`src/rtl/krt_pkg.sv`:
```
// Shared types, codes and constants for the keyed record table.
// No dependencies; used by every module of the block.
package krt_pkg;

	localparam int DEPTH_DEF = 512;

	localparam int KEY_W = 20;
	localparam int PAY_W = 16;
	localparam int OP_W  = 2;
	localparam int ST_W  = 2;
	localparam int IDX_W = 9;
	localparam int CNT_W = 10;

	localparam int IN_DATA_W  = 40;
	localparam int OUT_DATA_W = 40;

	localparam logic [OP_W-1:0] OP_INSERT = 2'd0;
	localparam logic [OP_W-1:0] OP_DELETE = 2'd1;
	localparam logic [OP_W-1:0] OP_LOOKUP = 2'd2;
	localparam logic [OP_W-1:0] OP_SORT   = 2'd3;

	localparam logic [ST_W-1:0] ST_DONE     = 2'd0;
	localparam logic [ST_W-1:0] ST_NOTFOUND = 2'd1;
	localparam logic [ST_W-1:0] ST_FULL     = 2'd2;

	typedef struct packed {
		logic [PAY_W-1:0] pay;
		logic [KEY_W-1:0] key;
	} rec_t;

	typedef struct packed {
		logic eq;
		logic lt;
	} cmp_res_t;

endpackage

```
`src/rtl/krt_cmp.sv`:
```
// Shared key comparator used by lookup, delete and sort.
// Depends on krt_pkg for key width and result type.
module krt_cmp (
	input  logic [krt_pkg::KEY_W-1:0] a,
	input  logic [krt_pkg::KEY_W-1:0] b,
	output krt_pkg::cmp_res_t         res
);

	always_comb begin
		res.eq = (a == b);
		res.lt = (a < b);
	end

endmodule

```
`config.mk`:
```
export PLATFORM = sky130hd
export DESIGN_NAME = krt_cmp
export DESIGN_NICKNAME = d
export VERILOG_FILES = /design/src/rtl/krt_pkg.sv /design/src/rtl/krt_cmp.sv
export SDC_FILE = /design/constraint.sdc
export NUM_CORES = 1
export LEC_CHECK = 0
export BUFFER_PORTS_ARGS = -buffer_cell sky130_fd_sc_hd__buf_2
export CAP_MARGIN = 20
export CELL_PAD_IN_SITES_DETAIL_PLACEMENT = 0
export CELL_PAD_IN_SITES_GLOBAL_PLACEMENT = 1
export CORE_MARGIN = 1
export CORE_UTILIZATION = 27
export DETAILED_ROUTE_END_ITERATION = 8
export GPL_TIMING_DRIVEN = 0
export PLACE_DENSITY = 0.84
export SYNTH_ARGS = -nofsm -noshare
export SYNTH_HDL_FRONTEND = slang
export SYNTH_SLANG_ARGS = --single-unit
```
`constraint.sdc`:
```
create_clock -name vclk -period 1.75
set_clock_uncertainty 0.2 [all_clocks]
set_input_delay 0.2625 -clock vclk [all_inputs]
set_output_delay 0.2625 -clock vclk [all_outputs]
set_load 0.01 [all_outputs]
```
==> summary.md <==
| Metric | Value |
|---|---|
| Status | `finished, violations left` |
| Failing checks | `negative setup slack` |
| Detailed Route WL | `between 1000 and 1500 microns` |
| Mean post-synth cell area | `around 7 sq um` |
| Critical Path Sink Type | `output port` |
| I/O Buffers | `42` |
| Sequential power share | `0` |
| Final nets | `~180` |
| Seq_cells | `0` |
| HP Class | `primary input to output port` |
| Final Slew Violations | `0` |
| Setup crit start kind | `primary input` |
| DIE HEIGHT | `between 40 and 50 microns` |
| Fill cell count | `about 180` |
| DIE AREA | `~0.0021 sq mm` |
| Net Sw Frac | `0.429` |
| Site Rows | `15` |
| Register area share after synthesis | `0` |
| Crit path DAT | `~1.5 ns` |
| Antenna violations before repair | `0` |
| Number of distinct library cells after synthesis | `14` |
| Gr usage total | `0.134` |
| CP bufs+invs | `2` |
| Period minus WS final | `between 1.5 and 2 ns` |
| Router iterations before antenna repair | `2` |
| Worst-Margin Slew | `0.218 ns` |
| Critical-path top delay cell | `a221o_1` |
| P_leak | `0.520 nW` |
| Ant. Diodes | `0` |
| Critical Path RT | `around 1.3 ns` |
| Crit path largest cell delay | `about 0.33 ns` |
| Synth area leaders | `ha_1, inv_1, a21oi_1` |
| Clk pwr share | `0` |
| PwrDens | `around 210 mW/mm^2` |
| Total power | `roughly 220 uW` |
| RSZ-0062 raised after global routing | `yes` |
| Placed cell areas | `867 sq um` |
| Max Cap Viol | `0` |
| NetSw | `95.4 uW` |
| Share of the synthesized area in the top cell type | `0.482` |
| Vias in the first global route | `615` |
| First-pass GRT wire length | `between 2000 and 2500 microns` |
| Comb pwr share | `1.000` |
| Post-synth top cells | `inv_1, ha_1, a21oi_1` |
| Layout cell share with drive strength beyond 1 | `0.649` |
| Most frequent cell after synthesis | `inv_1` |
| Core area | `about 0.0018 sq mm` |
| VDD IR-drop max | `between 100 and 150 uV` |
| Tcrit/Tclk final | `1.13` |
| Final setup fails | `2` |
| Final Hold Viols | `0` |
| Finished Core Util | `0.589` |
| Largest net degree at the start of global routing | `4` |
| HP Start | `a[19]` |
| Vias | `about 630` |
| Dpl ws | `-0.332 ns` |
| Net Count, Synth | `132` |
| P_int | `approximately 130 uW` |
| Area grow syn2layout | `100%` |
| Hold path depth | `5` |
| Slew HR | `0.853` |
| Most area-hungry cell type in the Yosys netlist | `ha_1` |
| Worst path cell trace | `buf_6, ha_4, and4_1, a221o_1, a221oi_2, buf_2` |
| Synth Warn # | `0` |
| Setup CP Type | `primary input to output port` |
| Mapped Cells | `72` |
| Final instance area | `0.00104 sq mm` |
| DRC Markers | `0` |
| Post-route ant nets | `0` |
| Mapped cell area | `519 sq um` |
| Via-to-Cell Ratio | `4.56` |
| Final worst slack | `-0.235 ns` |
| Initial DRC Count | `6` |
| Hpwl dp | `1110 microns` |
| Placer Congestion | `just under 0.7` |
| Top fanout value on the critical path | `3` |
| Die width | `between 40 and 50 microns` |
| IO Count | `42` |
| Cell family with most CP delay | `compound AO/OA/AOI/OAI gates` |
| Overflow after GRT | `0` |
| Placed insts | `139` |
| Initial Util | `0.294` |
| FF+latch area | `0 sq um` |
| Max Freq | `just over 500 MHz` |
| Cell Count, Final, Fillers Out | `139` |
| Routed wire length per instance | `between 10 and 15 microns` |
| Clock buffers | `0` |
| Hold path endpoint | `res[0]` |
-- what timing repair did --
item                                    4_1_cts  5_1_grt
pin swaps                                    13       10
resized for setup                            22       10
buffers inserted                              0        0
endpoints found under the setup margin        2        2
hold buffers                                  0        0
-- worst max path at each step --
stage / from / cells past startpoint / end / slack [ns]
after floorplan: b[5] / 6 / res[0] / -0.02
after global placement: b[5] / 8 / res[0] / -0.33
after detailed placement: b[5] / 8 / res[0] / -0.33
after CTS: b[10] / 8 / res[0] / -0.23
after global routing: a[10] / 6 / res[0] / -0.31
final: a[10] / 6 / res[0] / -0.23
-- metrics by stage --
step	TNS (ns)	hold WS, ns
global placement	-0.518	0.789
detailed placement	-0.531	0.798
global route	-0.477	0.844
CTS	-0.319	0.822
floorplan	-0.0221	0.595
finish	-0.319	0.826
-- power groups by stage --
stage | clock, mW | sequential, mW | combinational, mW
after floorplan | 0 | 0 | 0.103
after global placement | 0 | 0 | 0.173
after detailed placement | 0 | 0 | 0.179
final | 0 | 0 | 0.222
after CTS | 0 | 0 | 0.208
after global routing | 0 | 0 | 0.254
-- worst min-delay path, stage by stage --
cell and delay, ns:
buf_2 0.11, ha_4 0.12, a221o_1 0.11, a221oi_2 0.03, buf_2 0.13
-- final cells by class --
cell class	instances	area [sq um]	area share
well taps	25	31.3	0.0301
inverters	23	106	0.102
multi-input cells	49	616	0.593
repair buffers	42	285	0.275
-- cell families after synthesis --
| group | count (synthesis) | share of synthesized area |
|---|---|---|
| simple gates | 15 | 0.171 |
| buf+inv | 23 | 0.166 |
| fa+ha+maj | 20 | 0.482 |
| compound gates | 14 | 0.181 |
-- per-layer routing --
metal | track usage | routed length, microns | vias up
li1 | - | - | 332
met1 | 0.142 | 558 | 278
met2 | 0.293 | 785 | 24
met3 | 0.00397 | 74 | 0
met4 | 0 | 0 | 0
met5 | 0 | 0 | -
-- layout by cell type (no fill, tap or decap) --
cell | synthesis | layout
ha_4 | 0 | 14
buf_6 | 0 | 12
a221o_1 | 2 | 2
ha_1 | 20 | 6
inv_4 | 0 | 3
o21ai_1 | 0 | 2
a21oi_2 | 1 | 3
and4_1 | 2 | 2
inv_2 | 0 | 9
nand4_1 | 2 | 2
inv_1 | 23 | 10
nor3_2 | 1 | 1
a221oi_2 | 1 | 1
nand3_1 | 2 | 2
o21ai_0 | 3 | 1
a21oi_1 | 7 | 5
nand2_1 | 6 | 6
inv_12 | 0 | 1
nor2_1 | 1 | 1
buf_2 | 0 | 30
and4bb_1 | 1 | 1
Note: power is estimated with default switching activity, not from simulation.
